`src/hw/rtl/akid_pkg.sv`:
```
// Shared types, character codes and key lookup for the key input decoder.
// No dependencies; the other files, except akid_if, refer to this package by scoped names.
package akid_pkg;

    localparam logic [7:0] CH_ESC     = 8'h1B;
    localparam logic [7:0] CH_CR      = 8'h0D;
    localparam logic [7:0] CH_LF      = 8'h0A;
    localparam logic [7:0] CH_BRACKET = 8'h5B;
    localparam logic [7:0] CH_UP      = 8'h41;  // 'A'
    localparam logic [7:0] CH_DOWN    = 8'h42;  // 'B'
    localparam logic [7:0] CH_RIGHT   = 8'h43;  // 'C'
    localparam logic [7:0] CH_LEFT    = 8'h44;  // 'D'
    localparam logic [7:0] CH_END     = 8'h46;  // 'F'
    localparam logic [7:0] CH_HOME    = 8'h48;  // 'H'

    localparam logic [2:0] KC_UP    = 3'd0;
    localparam logic [2:0] KC_DOWN  = 3'd1;
    localparam logic [2:0] KC_RIGHT = 3'd2;
    localparam logic [2:0] KC_LEFT  = 3'd3;
    localparam logic [2:0] KC_END   = 3'd4;
    localparam logic [2:0] KC_HOME  = 3'd5;

    // Decoder modes
    localparam logic [1:0] MODE_IDLE = 2'd0;
    localparam logic [1:0] MODE_ESC  = 2'd1;
    localparam logic [1:0] MODE_CSI  = 2'd2;
    localparam logic [1:0] MODE_CR   = 2'd3;

    // Prefix emitted ahead of the tail result
    localparam logic [1:0] PRE_NONE   = 2'd0;
    localparam logic [1:0] PRE_ESC    = 2'd1;
    localparam logic [1:0] PRE_ESC_BR = 2'd2;

    localparam int QDEPTH = 2;
    localparam int QPTR_W = $clog2(QDEPTH);
    localparam int QCNT_W = $clog2(QDEPTH + 1);

    typedef struct packed {
        logic [1:0] npre;      // prefix code
        logic       tail;      // a tail result follows the prefix
        logic       tail_key;  // tail is a key code
        logic [7:0] tail_val;
    } t_cmd;

    typedef struct packed {
        logic       hit;
        logic [2:0] code;
    } t_key;

    function automatic t_key key_lookup(input logic [7:0] b);
        t_key k;
        k.hit  = 1'b1;
        k.code = KC_UP;
        unique case (b)
            CH_UP:    k.code = KC_UP;
            CH_DOWN:  k.code = KC_DOWN;
            CH_RIGHT: k.code = KC_RIGHT;
            CH_LEFT:  k.code = KC_LEFT;
            CH_END:   k.code = KC_END;
            CH_HOME:  k.code = KC_HOME;
            default:  k.hit  = 1'b0;
        endcase
        return k;
    endfunction

endpackage

```
`src/hw/rtl/akid_if.sv`:
```
// Valid/ready stream interfaces for the key input decoder channels.
// Standalone; no package dependency.
interface akid_in_if;
    logic       valid;
    logic       ready;
    logic [7:0] in_byte;
    modport source (output valid, output in_byte, input ready);
    modport sink   (input valid, input in_byte, output ready);
endinterface

interface akid_out_if;
    logic       valid;
    logic       ready;
    logic       is_key;
    logic [7:0] value;
    logic       last;
    modport source (output valid, output is_key, output value, output last, input ready);
    modport sink   (input valid, input is_key, input value, input last, output ready);
endinterface

```
`src/hw/rtl/akid_front.sv`:
```
// Front end: accepts input bytes, tracks the escape/CR mode and turns each
// byte that yields results into a command for the queue. Depends on akid_pkg.
module akid_front (
    input  logic               i_clk,
    input  logic               i_rst_n,
    input  logic               i_valid,
    input  logic [7:0]         i_byte,
    output logic               o_ready,
    output logic               o_push,
    output akid_pkg::t_cmd     o_cmd,
    input  logic               i_q_ready
);

    logic [1:0]     r_mode;
    logic [1:0]     n_mode;
    logic           accept;
    akid_pkg::t_key key;
    akid_pkg::t_cmd cmd;
    logic [1:0]     idle_mode;
    logic           idle_tail;
    logic [7:0]     idle_val;

    assign o_ready = i_q_ready;
    assign accept  = i_valid && i_q_ready;
    assign key     = akid_pkg::key_lookup(i_byte);

    // Handling of a byte as seen from idle
    always_comb begin
        if (i_byte == akid_pkg::CH_ESC) begin
            idle_mode = akid_pkg::MODE_ESC;
            idle_tail = 1'b0;
            idle_val  = i_byte;
        end else if (i_byte == akid_pkg::CH_CR) begin
            idle_mode = akid_pkg::MODE_CR;
            idle_tail = 1'b1;
            idle_val  = akid_pkg::CH_LF;
        end else begin
            idle_mode = akid_pkg::MODE_IDLE;
            idle_tail = 1'b1;
            idle_val  = i_byte;
        end
    end

    always_comb begin
        cmd.npre     = akid_pkg::PRE_NONE;
        cmd.tail     = idle_tail;
        cmd.tail_key = 1'b0;
        cmd.tail_val = idle_val;
        n_mode       = idle_mode;
        unique case (r_mode)
            akid_pkg::MODE_ESC: begin
                if (i_byte == akid_pkg::CH_BRACKET) begin
                    cmd.tail = 1'b0;
                    n_mode   = akid_pkg::MODE_CSI;
                end else begin
                    cmd.npre = akid_pkg::PRE_ESC;
                end
            end
            akid_pkg::MODE_CSI: begin
                if (key.hit) begin
                    cmd.tail     = 1'b1;
                    cmd.tail_key = 1'b1;
                    cmd.tail_val = {5'd0, key.code};
                    n_mode       = akid_pkg::MODE_IDLE;
                end else begin
                    cmd.npre = akid_pkg::PRE_ESC_BR;
                end
            end
            akid_pkg::MODE_CR: begin
                // swallow the LF of a CRLF pair
                if (i_byte == akid_pkg::CH_LF) begin
                    cmd.tail = 1'b0;
                    n_mode   = akid_pkg::MODE_IDLE;
                end
            end
            default: ;
        endcase
    end

    assign o_cmd  = cmd;
    assign o_push = accept && (cmd.tail || (cmd.npre != akid_pkg::PRE_NONE));

    always_ff @(posedge i_clk) begin
        if (!i_rst_n) begin
            r_mode <= akid_pkg::MODE_IDLE;
        end else if (accept) begin
            r_mode <= n_mode;
        end
    end

endmodule

```
`src/hw/rtl/akid_queue.sv`:
```
// Short command queue between front and back ends; accepts a push while
// full if the head leaves in the same cycle. Depends on akid_pkg.
module akid_queue (
    input  logic           i_clk,
    input  logic           i_rst_n,
    input  logic           i_push,
    input  akid_pkg::t_cmd i_cmd,
    output logic           o_ready,
    output logic           o_valid,
    output akid_pkg::t_cmd o_cmd,
    input  logic           i_pop
);

    akid_pkg::t_cmd                  r_mem [akid_pkg::QDEPTH];
    logic [akid_pkg::QPTR_W-1:0]     r_wptr;
    logic [akid_pkg::QPTR_W-1:0]     r_rptr;
    logic [akid_pkg::QCNT_W-1:0]     r_cnt;
    logic                            do_pop;

    assign o_valid = (r_cnt != '0);
    assign do_pop  = i_pop && o_valid;
    assign o_ready = (r_cnt != akid_pkg::QCNT_W'(akid_pkg::QDEPTH)) || do_pop;
    assign o_cmd   = r_mem[r_rptr];

    always_ff @(posedge i_clk) begin
        if (i_push) begin
            r_mem[r_wptr] <= i_cmd;
        end
    end

    always_ff @(posedge i_clk) begin
        if (!i_rst_n) begin
            r_wptr <= '0;
            r_rptr <= '0;
            r_cnt  <= '0;
        end else begin
            if (i_push) begin
                r_wptr <= (r_wptr == akid_pkg::QPTR_W'(akid_pkg::QDEPTH - 1)) ?
                          '0 : r_wptr + 1'b1;
            end
            if (do_pop) begin
                r_rptr <= (r_rptr == akid_pkg::QPTR_W'(akid_pkg::QDEPTH - 1)) ?
                          '0 : r_rptr + 1'b1;
            end
            case ({i_push, do_pop})
                2'b10:   r_cnt <= r_cnt + 1'b1;
                2'b01:   r_cnt <= r_cnt - 1'b1;
                default: r_cnt <= r_cnt;
            endcase
        end
    end

endmodule

```
`src/hw/rtl/akid_back.sv`:
```
// Back end: expands the head command into one to three results and holds
// each in the output register until transferred. Depends on akid_pkg.
module akid_back (
    input  logic           i_clk,
    input  logic           i_rst_n,
    input  logic           i_valid,
    input  akid_pkg::t_cmd i_cmd,
    output logic           o_pop,
    output logic           o_valid,
    output logic           o_is_key,
    output logic [7:0]     o_value,
    output logic           o_last,
    input  logic           i_ready
);

    logic [1:0] r_step;
    logic       r_valid;
    logic       r_is_key;
    logic [7:0] r_value;
    logic       r_last;
    logic       load;
    logic [1:0] total;
    logic       step_last;
    logic       n_is_key;
    logic [7:0] n_value;

    assign load      = i_valid && (!r_valid || i_ready);
    assign total     = i_cmd.npre + {1'b0, i_cmd.tail};
    assign step_last = ((r_step + 2'd1) == total);
    assign o_pop     = load && step_last;

    always_comb begin
        if (r_step < i_cmd.npre) begin
            n_is_key = 1'b0;
            n_value  = (r_step == 2'd0) ? akid_pkg::CH_ESC : akid_pkg::CH_BRACKET;
        end else begin
            n_is_key = i_cmd.tail_key;
            n_value  = i_cmd.tail_val;
        end
    end

    always_ff @(posedge i_clk) begin
        if (!i_rst_n) begin
            r_valid <= 1'b0;
            r_step  <= 2'd0;
        end else begin
            if (load) begin
                r_valid <= 1'b1;
                r_step  <= step_last ? 2'd0 : r_step + 2'd1;
            end else if (i_ready) begin
                r_valid <= 1'b0;
            end
        end
    end

    always_ff @(posedge i_clk) begin
        if (load) begin
            r_is_key <= n_is_key;
            r_value  <= n_value;
            r_last   <= step_last;
        end
    end

    assign o_valid  = r_valid;
    assign o_is_key = r_is_key;
    assign o_value  = r_value;
    assign o_last   = r_last;

endmodule

```
`src/hw/rtl/ansi_key_input_decoder.sv`:
```
// Terminal key input decoder: byte stream in, characters and cursor keys out.
// Top level; depends on akid_pkg, akid_if, akid_front, akid_queue, akid_back.
//
// Input channel i_in carries one received byte per transfer. Output channel
// o_out carries results: is_key marks a key code (0 up, 1 down, 2 right,
// 3 left, 4 end, 5 home) in value, otherwise value is a character byte;
// last is set on the final result caused by an input byte.
// ESC [ A-D, F, H become one key; CR and CRLF become one LF; a broken escape
// sequence is passed on as ESC (and [) followed by the decoded byte.
// A byte is taken in every cycle while the command queue has room; bytes
// that produce no result still need a free slot to be taken.
// The first result of a byte passes through a queue slot, then the output
// register, before it is presented; the further results of the same byte
// follow in order. The output register sends one result per cycle while
// the receiver is ready.
// When the receiver stalls the output holds, the 2-entry queue fills and
// then i_in.ready drops. Synchronous reset empties the queue and output
// and returns the decoder to the plain character mode.
module ansi_key_input_decoder (
    input  logic         i_clk,
    input  logic         i_rst_n,
    akid_in_if.sink      i_in,
    akid_out_if.source   o_out
);

    logic           push;
    logic           q_ready;
    logic           q_valid;
    logic           pop;
    akid_pkg::t_cmd front_cmd;
    akid_pkg::t_cmd head_cmd;

    akid_front u_front (
        .i_clk     (i_clk),
        .i_rst_n   (i_rst_n),
        .i_valid   (i_in.valid),
        .i_byte    (i_in.in_byte),
        .o_ready   (i_in.ready),
        .o_push    (push),
        .o_cmd     (front_cmd),
        .i_q_ready (q_ready)
    );

    akid_queue u_queue (
        .i_clk   (i_clk),
        .i_rst_n (i_rst_n),
        .i_push  (push),
        .i_cmd   (front_cmd),
        .o_ready (q_ready),
        .o_valid (q_valid),
        .o_cmd   (head_cmd),
        .i_pop   (pop)
    );

    akid_back u_back (
        .i_clk    (i_clk),
        .i_rst_n  (i_rst_n),
        .i_valid  (q_valid),
        .i_cmd    (head_cmd),
        .o_pop    (pop),
        .o_valid  (o_out.valid),
        .o_is_key (o_out.is_key),
        .o_value  (o_out.value),
        .o_last   (o_out.last),
        .i_ready  (o_out.ready)
    );

endmodule

```
`src/flat_wrapper.sv`:
```
// flat-port wrapper written by rule: the top's interface ports become plain ports
module ansi_key_input_decoder_flat 
  (i_clk, i_rst_n, i_in_valid, i_in_in_byte, i_in_ready, o_out_valid, o_out_is_key, o_out_value, o_out_last, o_out_ready);
  akid_in_if i_in_i ();
  akid_out_if o_out_i ();
  input  logic i_clk;
  input  logic i_rst_n;
  input wire logic [$bits(i_in_i.valid)-1:0] i_in_valid;
  input wire logic [$bits(i_in_i.in_byte)-1:0] i_in_in_byte;
  output wire logic [$bits(i_in_i.ready)-1:0] i_in_ready;
  output wire logic [$bits(o_out_i.valid)-1:0] o_out_valid;
  output wire logic [$bits(o_out_i.is_key)-1:0] o_out_is_key;
  output wire logic [$bits(o_out_i.value)-1:0] o_out_value;
  output wire logic [$bits(o_out_i.last)-1:0] o_out_last;
  input wire logic [$bits(o_out_i.ready)-1:0] o_out_ready;
  assign i_in_i.valid = i_in_valid;
  assign i_in_i.in_byte = i_in_in_byte;
  assign i_in_ready = i_in_i.ready;
  assign o_out_valid = o_out_i.valid;
  assign o_out_is_key = o_out_i.is_key;
  assign o_out_value = o_out_i.value;
  assign o_out_last = o_out_i.last;
  assign o_out_i.ready = o_out_ready;
  ansi_key_input_decoder u_core (.i_clk(i_clk), .i_rst_n(i_rst_n), .i_in(i_in_i), .o_out(o_out_i));
endmodule
```
`config.mk`:
```
export PLATFORM = sky130hd
export DESIGN_NAME = ansi_key_input_decoder_flat
export DESIGN_NICKNAME = d
export VERILOG_FILES = /design/src/hw/rtl/akid_pkg.sv /design/src/hw/rtl/akid_if.sv /design/src/hw/rtl/akid_front.sv /design/src/hw/rtl/akid_queue.sv /design/src/hw/rtl/akid_back.sv /design/src/hw/rtl/ansi_key_input_decoder.sv /design/src/flat_wrapper.sv
export SDC_FILE = /design/constraint.sdc
export NUM_CORES = 1
export LEC_CHECK = 0
export BUFFER_PORTS_ARGS = -buffer_cell sky130_fd_sc_hd__buf_2
export CORE_MARGIN = 5
export CORE_UTILIZATION = 30
export CTS_CLUSTER_DIAMETER = 40
export DETAILED_ROUTE_END_ITERATION = 12
export HOLD_SLACK_MARGIN = 0.05
export PLACE_DENSITY = 0.45
export SYNTH_ARGS = -nofsm -noshare
export SYNTH_HDL_FRONTEND = slang
export SYNTH_SLANG_ARGS = --single-unit
```
`constraint.sdc`:
```
create_clock -name i_clk -period 4.24 [get_ports i_clk]
set_input_delay 0.848 -clock i_clk [delete_from_list [all_inputs] [get_ports i_clk]]
set_output_delay 0.848 -clock i_clk [all_outputs]
set_load 0.005 [all_outputs]
```
# ---- Word-level counts from Yosys, hierarchy flattened
# Memories as Yosys holds them, arrays and structs flattened. A register that Yosys moved wholly into a read port is not among the register bits.
# Index checks and enable logic that the tools add are counted.
dict set report word_totals {
  ramBits 24
  mem_count 1
  input_bits 12
  regBits 19
  elab_cells 80
}
dict set report op_classes {
  order_cmp 1
  n_addsub 6
  mux 31
  n_reduce_logical 15
  eq_ne 17
}
# memory depth width rd rd_ports_with_merged_regs wr line_no
set memory_table {}
lappend memory_table {u_core.u_queue.r_mem 2 12 1 1 1 akid_queue.sv:14} ;# akid_pkg::t_cmd r_mem [akid_pkg::QDEPTH];
# operator n
set op_table {}
lappend op_table {{equality test 8 x 7 -> 1 bit (second input constant)} 7}
lappend op_table {{two-way mux 8 bit} 3}
lappend op_table {{equality test 8 x 4 -> 1 bit (second input constant)} 2}
lappend op_table {{one-hot mux 3 bit (5 select lines)} 1}
lappend op_table {{two-way mux 2 bit} 7}
lappend op_table {{two-way mux 1 bit} 13}
lappend op_table {{two-way mux 10 bit} 1}
lappend op_table {{two-way mux 9 bit} 1}
lappend op_table {{equality test 8 x 5 -> 1 bit (second input constant)} 1}
lappend op_table {{one-hot mux 2 bit (2 select lines)} 2}
lappend op_table {{nonzero test 2 bit} 4}
lappend op_table {{two-way mux 7 bit} 1}
lappend op_table {{equality test 2 bit (second input constant)} 3}
lappend op_table {{one-hot mux 2 bit (3 select lines)} 1}
lappend op_table {{OR reduction 6 bit} 1}
lappend op_table {{logical AND 1 bit} 5}
lappend op_table {{adder 2 x 1 -> 2 bit (second input constant)} 2}
lappend op_table {{equality test 2 x 1 -> 1 bit (second input constant)} 2}
lappend op_table {{logical OR 1 bit} 3}
lappend op_table {{one-hot mux 1 bit (3 select lines)} 1}
lappend op_table {{adder 1 bit (second input constant)} 2}
lappend op_table {{adder 2 x 1 -> 2 bit} 1}
lappend op_table {{equality test 2 bit} 1}
lappend op_table {{zero test 2 bit} 1}
lappend op_table {{other kinds (4)} 4}

# ---- Depth between registers and ports, before layout
# Gate-level depths: netlist of the first run.
dict set report depth {
  ltp_word 10
  ltp_mapped 11
  mapped_depth_nobuf 10
}

# ---- Modules after synthesis
# Synthesis of the first run repeated with hierarchy kept, for this count alone.
dict set report unflattened {
  cells_unflattened 187
  hier_area_um2 2239.6
}
# module instances area_each_um2 cells_per_inst
set by_module_without_submodules {}
lappend by_module_without_submodules {akid_queue 1 1086.0 61}
lappend by_module_without_submodules {akid_back 1 606.8 50}
lappend by_module_without_submodules {akid_front 1 546.8 76}

# ---- Worst setup path after synthesis of the first run
# Ideal clock, no wire load.
dict set report synth_timing {
  kind {flip-flop to flip-flop}
  from {register (tool-made name)}
  to {memory u_core.u_queue.r_mem[1][0] (netlist name) (enable)}
  arrival_ps 2668
  path_buffers 1
  stages_incl_launch_ff 9
  setup_slack_ps 1191
  setup_time_ps 380
  t_required_ps 3860
  cell_sequence {dfxtp_1 -> buf_1 -> mux2_2 -> ha_1 -> xnor2_1 -> xnor2_1 -> a41o_1 -> nand3_1 -> nor2_1}
}
# item line_no
set synth_rtl {}
lappend synth_rtl {{end: declaration} akid_queue.sv:14}

==> results of run 1 <==
[cell usage in the layout (no fill, tap or decap), drive strengths merged, types with 2 or more instances in the layout]
master,Yosys,layout
a21oi,6,6
a41o,2,2
buf,4,24
clkbuf,5,5
clkinv,1,3
dfxtp,10,10
edfxtp,34,34
ha,8,8
inv,12,12
mux2,2,2
mux2i,12,12
nand2,13,13
nand3,9,9
nor2,24,24
nor3,5,5
nor4,2,2
nor4b,2,2
o21ai,4,4
o2bb2ai,3,3
or2,2,2
xnor2,3,3
xor2,4,4
[kinds of logic (layout without fill, tap and decap cells)]
family,Yosys count,in the layout,share of synthesized area (%)
buffers and inverters,22,45,4.34
AO/OA/AOI/OAI,27,27,9.68
XOR/XNOR,7,7,2.88
multiplexers,14,14,6.69
AND/OR/NAND/NOR,63,63,14.4
flip-flops,44,44,57.3
adder cells (fa/ha/maj),8,8,4.70
[final cells by class]
cell class	instances	area share (%)
inverters	13	2.00
multi-input cells	119	33.5
repair buffers	24	5.02
well taps	96	4.92
flip-flops and latches	44	50.0
clock buffers	5	2.82
clock inverters	3	1.74
[power breakdown]
part / switching, uW / total, uW / internal (uW)
clock: 139 / 313 / 174
sequential: 41.1 / 654 / 613
combinational: 215 / 359 / 145
[worst max-delay path by stage]
stage / startpoint / to
after global placement: o_out_ready / u_core.u_queue.r_cnt[1]$_SDFFE_PN0P_
after floorplan: flop / u_core.u_queue.r_mem[1][0]$_DFFE_PP_
after CTS: flop / i_in_ready
after detailed placement: o_out_ready / u_core.u_queue.r_cnt[1]$_SDFFE_PN0P_
final: flop / i_in_ready
after global routing: flop / i_in_ready
[through the flow]
step	power, uW	worst slack [ns]	std cells	hold slack, ns	cell area, um^2
after floorplan	909	1.19	185	0.472	2130
after global placement	1030	0.996	296	0.508	2330
after detailed placement	1030	0.952	296	0.503	2330
after CTS	1350	0.797	304	0.517	2440
after global routing	1430	0.645	304	0.545	2440
final	1330	0.843	304	0.509	2440
[per-layer routing]
layer / up-vias / share of wire, % / wire length, um / global-route usage, %
li1: 712 / - / - / -
met4: 0 / 0.75 / 29 / 3.61
met5: - / 0 / 0 / 0
met1: 637 / 50 / 1910 / 12.8
met2: 17 / 46 / 1760 / 14.7
met3: 2 / 3.5 / 136 / 2.64
[worst reg2reg max path, stage by stage, from the launching register on]
cell and delay, ns:
dfxtp_1 0.77, mux2_2 0.41, ha_1 0.20, xnor2_1 0.13, xnor2_1 0.26, a41o_1 0.34, nand3_1 0.14, ha_1 0.33
or3_1 0.35, a21oi_1 0.14
[flip-flops by register name, summed over array words and instances, names as in the netlist, named ones only]
signal and count:
u_core.u_queue.r_mem 24, u_core.u_back.o_value 8, u_core.u_back.r_step 2, u_core.u_front.r_mode 2, u_core.u_queue.r_cnt 2, u_core.u_back.o_is_key 1, u_core.u_back.o_last 1, u_core.u_back.o_valid 1
u_core.u_queue.r_rptr 1, u_core.u_queue.r_wptr 1
==> flow_metrics.env, run 1 <==
export IMPL_status="completed"
export IMPL_p_per_area_mw_per_mm2=543
export IMPL_path_buf_inv=1
export IMPL_nNetsFinal=227
export IMPL_critPathLaunchType="flop"
export IMPL_worstHoldStart="u_core.u_front.r_mode[1]$_SDFFE_PN0P_"
export IMPL_fin_crit_sh_pct=80.1
export IMPL_route_detailed_drc=0
export IMPL_root_buffer="clkbuf_8"
export IMPL_port_buffers=23
export IMPL_power_leakage_uw=0.000886
export IMPL_synth_top_area_share_pct=47.9
export IMPL_worstPathRequired_ns=3.39
export IMPL_max_cap_violations=0
export IMPL_grt_pass1_vias=1351
export IMPL_pin_count=24
export IMPL_rrSetupSlack_ns=1.10
export IMPL_die_area_mm2=0.00889
export IMPL_ys_top_cells_by_area="edfxtp_1, dfxtp_1, mux2i_1"
export IMPL_ys_dominant_reg_cell="edfxtp_1"
export IMPL_crit_path_cell_trace="mux2_2, ha_1, xnor2_1, xnor2_1, nand3_1, nand3_1, buf_2"
export IMPL_viasPerCell=4.50
export IMPL_crit_type="reg2out"
export IMPL_grt_max_degree=16
export IMPL_ir_worst_vdd_mv=0.110
export IMPL_insertion_delay_ns=0.29
export IMPL_synth_area_per_cell_um2=11.5
export IMPL_die_height_um=94.3
export IMPL_critPathMaxStageDelay_ns=0.77
export IMPL_max_freq_mhz=294
export IMPL_gp_congestion=0.712
export IMPL_slowest_stage="dfxtp_1"
export IMPL_hold_buffers=0
export IMPL_grt_ovfl_total=0
export IMPL_wl_per_cell_um=12.6
export IMPL_synth_most_common_cell="edfxtp_1"
export IMPL_num_rows=30
export IMPL_holdPathStages=1
export IMPL_areaGrowthSynthToFinish_pct=14.6
export IMPL_n_antenna_cell=0
export IMPL_path_delay_family="flip-flops"
export IMPL_grt_pass1_wl_um=6620
export IMPL_ys_top_cells_by_count="edfxtp_1, nor2_1, nand2_1"
export IMPL_clk_path_buf_depth=2
export IMPL_worstMarginPinSlew_ns=1.09
export IMPL_ys_seq_elements=44
export IMPL_cts_made_buffers=5
export IMPL_grt_usage_pct=9.57
export IMPL_drt_pass1_iterations=4
export IMPL_synth_seq_area_share_pct=57.3
export IMPL_yosysWarnings=0
export IMPL_synth_edff_count=34
export IMPL_drv_slew=0
export IMPL_cts_tree="yes"
export IMPL_cp_end_kind="primary output"
export IMPL_antenna_found_initial=0
export IMPL_die_w_um=94.3
export IMPL_r2r_cells=9
export IMPL_detail_route_antenna_nets=0
export IMPL_path_clk_slew_ns=0.09
export IMPL_drt_iter0_drc=35
export IMPL_wl_um=3840
export IMPL_htreeDepth=2
export IMPL_worst_path_stages=7
export IMPL_cts_resized=0
export IMPL_drive_above_1_share_pct=19.2
export IMPL_hold_path_end="u_core.u_front.r_mode[1]$_SDFFE_PN0P_"
export IMPL_cp_arrival_ns=2.55
export IMPL_slew_headroom_pct=27.0
export IMPL_post_cts_setup_buffer_count=0
export IMPL_dp_hpwl_um=2860
export IMPL_utilization_pct=35.6
export IMPL_start_util_pct=31.0
export IMPL_rsz0062_at_grt="no"
export IMPL_netlist_instances=185
export IMPL_multi_input_area_um2=818
export IMPL_ff_latch_area_mm2=0.00122
export IMPL_final_setup_tns_ns=0
export IMPL_path_max_fanout=12
export IMPL_hp_class="reg2reg"
export IMPL_clock_sinks=44
export IMPL_yosys_area_top_type="edfxtp_1"
export IMPL_num_vias=1368
export IMPL_fillers=704
export IMPL_ys_types=45
export IMPL_syn_nets=205
export IMPL_hold_viol_final=0
export IMPL_finClkSkew_ns=0.00956
export IMPL_rr_endpoint="u_core.u_queue.r_cnt[1]$_SDFFE_PN0P_"
export IMPL_coreArea_mm2=0.00687
export IMPL_finalCriticalPeriod_ns=3.40
export IMPL_setup_viol=0
export IMPL_async_flop_share_pct=0
export IMPL_netlist_area_mm2=0.00213
Note: power is estimated with default switching activity, not from simulation.
==> run 2, diff against run 1 <==
--- a/config.mk
+++ b/config.mk
@@ -5,13 +5,14 @@
 export SDC_FILE = /design/constraint.sdc
 export NUM_CORES = 1
 export LEC_CHECK = 0
+export ABC_AREA = 1
 export BUFFER_PORTS_ARGS = -buffer_cell sky130_fd_sc_hd__buf_2
 export CORE_MARGIN = 5
 export CORE_UTILIZATION = 30
 export CTS_CLUSTER_DIAMETER = 40
 export DETAILED_ROUTE_END_ITERATION = 12
 export HOLD_SLACK_MARGIN = 0.05
-export PLACE_DENSITY = 0.45
+export PLACE_DENSITY = 0.46
 export SYNTH_ARGS = -nofsm -noshare
 export SYNTH_HDL_FRONTEND = slang
 export SYNTH_SLANG_ARGS = --single-unit
==> constraint.sdc (replaced) <==
create_clock -name i_clk -period 3.2 [get_ports i_clk]
set_input_delay 0.64 -clock i_clk [delete_from_list [all_inputs] [get_ports i_clk]]
set_output_delay 0.64 -clock i_clk [all_outputs]
set_load 0.005 [all_outputs]
==> flow_metrics.env, run 2 <==
export IMPL_coreArea_mm2=0.00683
export IMPL_dp_hpwl_um=2980
export IMPL_crit_path_frequent_cell="nand2_1"
export IMPL_largest_register="u_core.u_queue.r_mem"
export IMPL_die_area_mm2=0.00886
export IMPL_n_antenna_cell=0
export IMPL_critPathLaunchType="flop"
export IMPL_antenna_found_initial=0
export IMPL_largest_reg_flops=24
export IMPL_drt_pass1_iterations=4
export IMPL_grt_ovfl_total=0
export IMPL_hold_viol_final=0
export IMPL_holdWs_ns=0.499
export IMPL_p_int_uw=1180
export IMPL_path_clk_slew_ns=0.09
export IMPL_num_rows=30
export IMPL_status="completed"
export IMPL_power_leakage_uw=0.00101
export IMPL_drive_above_1_share_pct=19.2
export IMPL_htreeDepth=2
export IMPL_ys_top_cells_by_area="edfxtp_1, dfxtp_1, nand2_1"
export IMPL_nNetsFinal=269
export IMPL_syn_nets=243
export IMPL_synth_most_common_cell="nand2_1"
export IMPL_yosysWarnings=0
export IMPL_viasPerCell=4.14
export IMPL_synth_seq_area_share_pct=57.5
export IMPL_crit_path_cell_trace="inv_1, nand2_1, nand2_1, ha_1, xor2_1, nand4_2, nand2_2, nand2_2, clkinv_2, nand2_1, ha_1, a21oi_1, o21ai_0, o21ai_0, a21oi_1"
export IMPL_max_cap_violations=0
export IMPL_setup_viol=0
export IMPL_grt_pass1_vias=1388
export IMPL_clock_sinks=44
export IMPL_die_w_um=94.1
export IMPL_crit_type="reg2reg"
export IMPL_cp_end_kind="flop"
export IMPL_netlist_area_mm2=0.00212
export IMPL_ys_types=28
export IMPL_p_sw_uw=595
export IMPL_p_per_area_mw_per_mm2=729
export IMPL_synth_edff_count=34
export IMPL_pin_count=24
export IMPL_port_buffers=23
export IMPL_mostFrequentLayoutCell="nand2_1"
export IMPL_slew_headroom_pct=69.0
export IMPL_netlist_instances=223
export IMPL_finalCriticalPeriod_ns=2.67
export IMPL_final_cell_mix="nand2_1, edfxtp_1, inv_1, nor2_1, buf_2"
export IMPL_post_cts_setup_buffer_count=0
export IMPL_rsz0062_at_grt="no"
export IMPL_gp_congestion=0.766
export IMPL_clock_power_share_pct=19.0
export IMPL_ys_seq_elements=44
export IMPL_grt_usage_pct=9.48
export IMPL_die_height_um=94.1
export IMPL_wl_um=3840
export IMPL_cp_arrival_ns=2.85
export IMPL_ir_worst_vdd_mv=0.216
export IMPL_detail_route_antenna_nets=0
export IMPL_route_detailed_drc=0
export IMPL_path_max_fanout=14
export IMPL_cts_made_buffers=5
export IMPL_num_vias=1434
export IMPL_worstPathRequired_ns=3.38
export IMPL_synth_top_area_share_pct=48.1
export IMPL_synth_area_per_cell_um2=9.52
export IMPL_fin_crit_sh_pct=83.4
export IMPL_start_util_pct=31.1
export IMPL_wl_per_cell_um=11.1
export IMPL_critPathMaxStageDelay_ns=0.46
export IMPL_clk_path_buf_depth=2
export IMPL_grt_max_degree=15
export IMPL_sw_frac_of_total_pct=33.6
export IMPL_max_freq_mhz=375
export IMPL_worstMarginPinSlew_ns=0.463
export IMPL_drv_slew=0
export IMPL_slowest_stage="dfxtp_2"
export IMPL_ys_dominant_reg_cell="edfxtp_1"
export IMPL_fillers=738
export IMPL_drt_iter0_drc=61
export IMPL_root_buffer="clkbuf_8"
export IMPL_final_setup_tns_ns=0
export IMPL_hp_class="reg2reg"
export IMPL_p_seq_share_pct=49.1
export IMPL_final_cells=346
export IMPL_cts_tree="yes"
export IMPL_dpl_cell_count=338
export IMPL_areaGrowthSynthToFinish_pct=14.7
export IMPL_grt_pass1_wl_um=6490
export IMPL_yosys_area_top_type="edfxtp_1"
export IMPL_finClkSkew_ns=0.00736
export IMPL_ys_top_cells_by_count="nand2_1, edfxtp_1, inv_1"
export IMPL_insertion_delay_ns=0.29
export IMPL_async_flop_share_pct=0
export IMPL_combPwrFrac_pct=31.8
-- run 2: cell families (layout without fill, tap and decap cells) --
| kind of cell | Yosys count | count (layout) | share of synthesized area, % |
|---|---|---|---|
| compound gates | 32 | 32 | 8.90 |
| xor+xnor | 4 | 4 | 1.65 |
| simple gates | 99 | 99 | 20.8 |
| fa+ha+maj | 8 | 8 | 4.72 |
| buf+inv | 36 | 63 | 6.43 |
| flops | 44 | 44 | 57.5 |
-- run 2: stage by stage --
stage	cell area [um^2]	utilization, %	setup slack, ns	power [uW]
3_5_place_dp	2350	34.3	0.333	1470
2_1_floorplan	2120	-	0.628	1280
4_1_cts	2430	35.6	0.329	1810
6_report	2430	35.6	0.532	1770
5_1_grt	2430	35.6	0.191	1920
3_3_place_gp	2350	34.3	0.435	1460
-- run 2: final cells by class --
| cell class | count | area, um^2 | area share, % |
|---|---|---|---|
| clock inverters | 3 | 18.8 | 0.771 |
| clock buffers | 5 | 68.8 | 2.83 |
| flip-flops and latches | 44 | 1220 | 50.2 |
| multi-input cells | 143 | 764 | 31.4 |
| inverters | 31 | 118 | 4.83 |
| repair buffers | 24 | 123 | 5.04 |
| well taps | 96 | 120 | 4.93 |
-- run 2: power groups by stage --
stage | Combinational [uW] | Sequential, uW | Clock [uW]
final | 565 | 872 | 338
after global routing | 652 | 894 | 375
after CTS | 582 | 873 | 351
after detailed placement | 580 | 886 | 0
after global placement | 571 | 886 | 0
after floorplan | 389 | 887 | 0
-- run 2: timing repair --
action	4_1_cts	5_1_grt
hold endpoints to repair	0	0
hold buffers	0	0
gates resized for setup	0	1
setup endpoints to repair	0	1
-- run 2: final timing paths --
kind | start | endpoint | slack [ns] | cells after the start
max | flop | u_core.u_queue.r_cnt[1]$_SDFFE_PN0P_ | 0.53 | 15
max reg2reg | flop | u_core.u_queue.r_cnt[1]$_SDFFE_PN0P_ | 0.53 | 15
min reg2reg | u_core.u_back.r_step[1]$_SDFFE_PN0P_ | u_core.u_back.r_step[1]$_SDFFE_PN0P_ | 0.50 | 2
min | u_core.u_back.r_step[1]$_SDFFE_PN0P_ | u_core.u_back.r_step[1]$_SDFFE_PN0P_ | 0.50 | 2
-- run 2: routing by layer --
layer	up-vias	GRT usage (%)	routed length [um]
li1	784	-	-
met1	623	11.5	1860
met2	23	15.7	1790
met3	4	2.64	137
met4	0	3.97	54
met5	-	0	0
-- run 2: critical path: cells and delay by family (launching register included) --
| kind | cells | cell delay (ns) |
|---|---|---|
| adders and majority gates | 2 | 0.58 |
| DFF | 1 | 0.46 |
| buffers and inverters | 2 | 0.27 |
| and+or+nand+nor | 6 | 0.61 |
| AOI/OAI and AO/OA | 4 | 0.43 |
| xor gates and xnor gates | 1 | 0.21 |
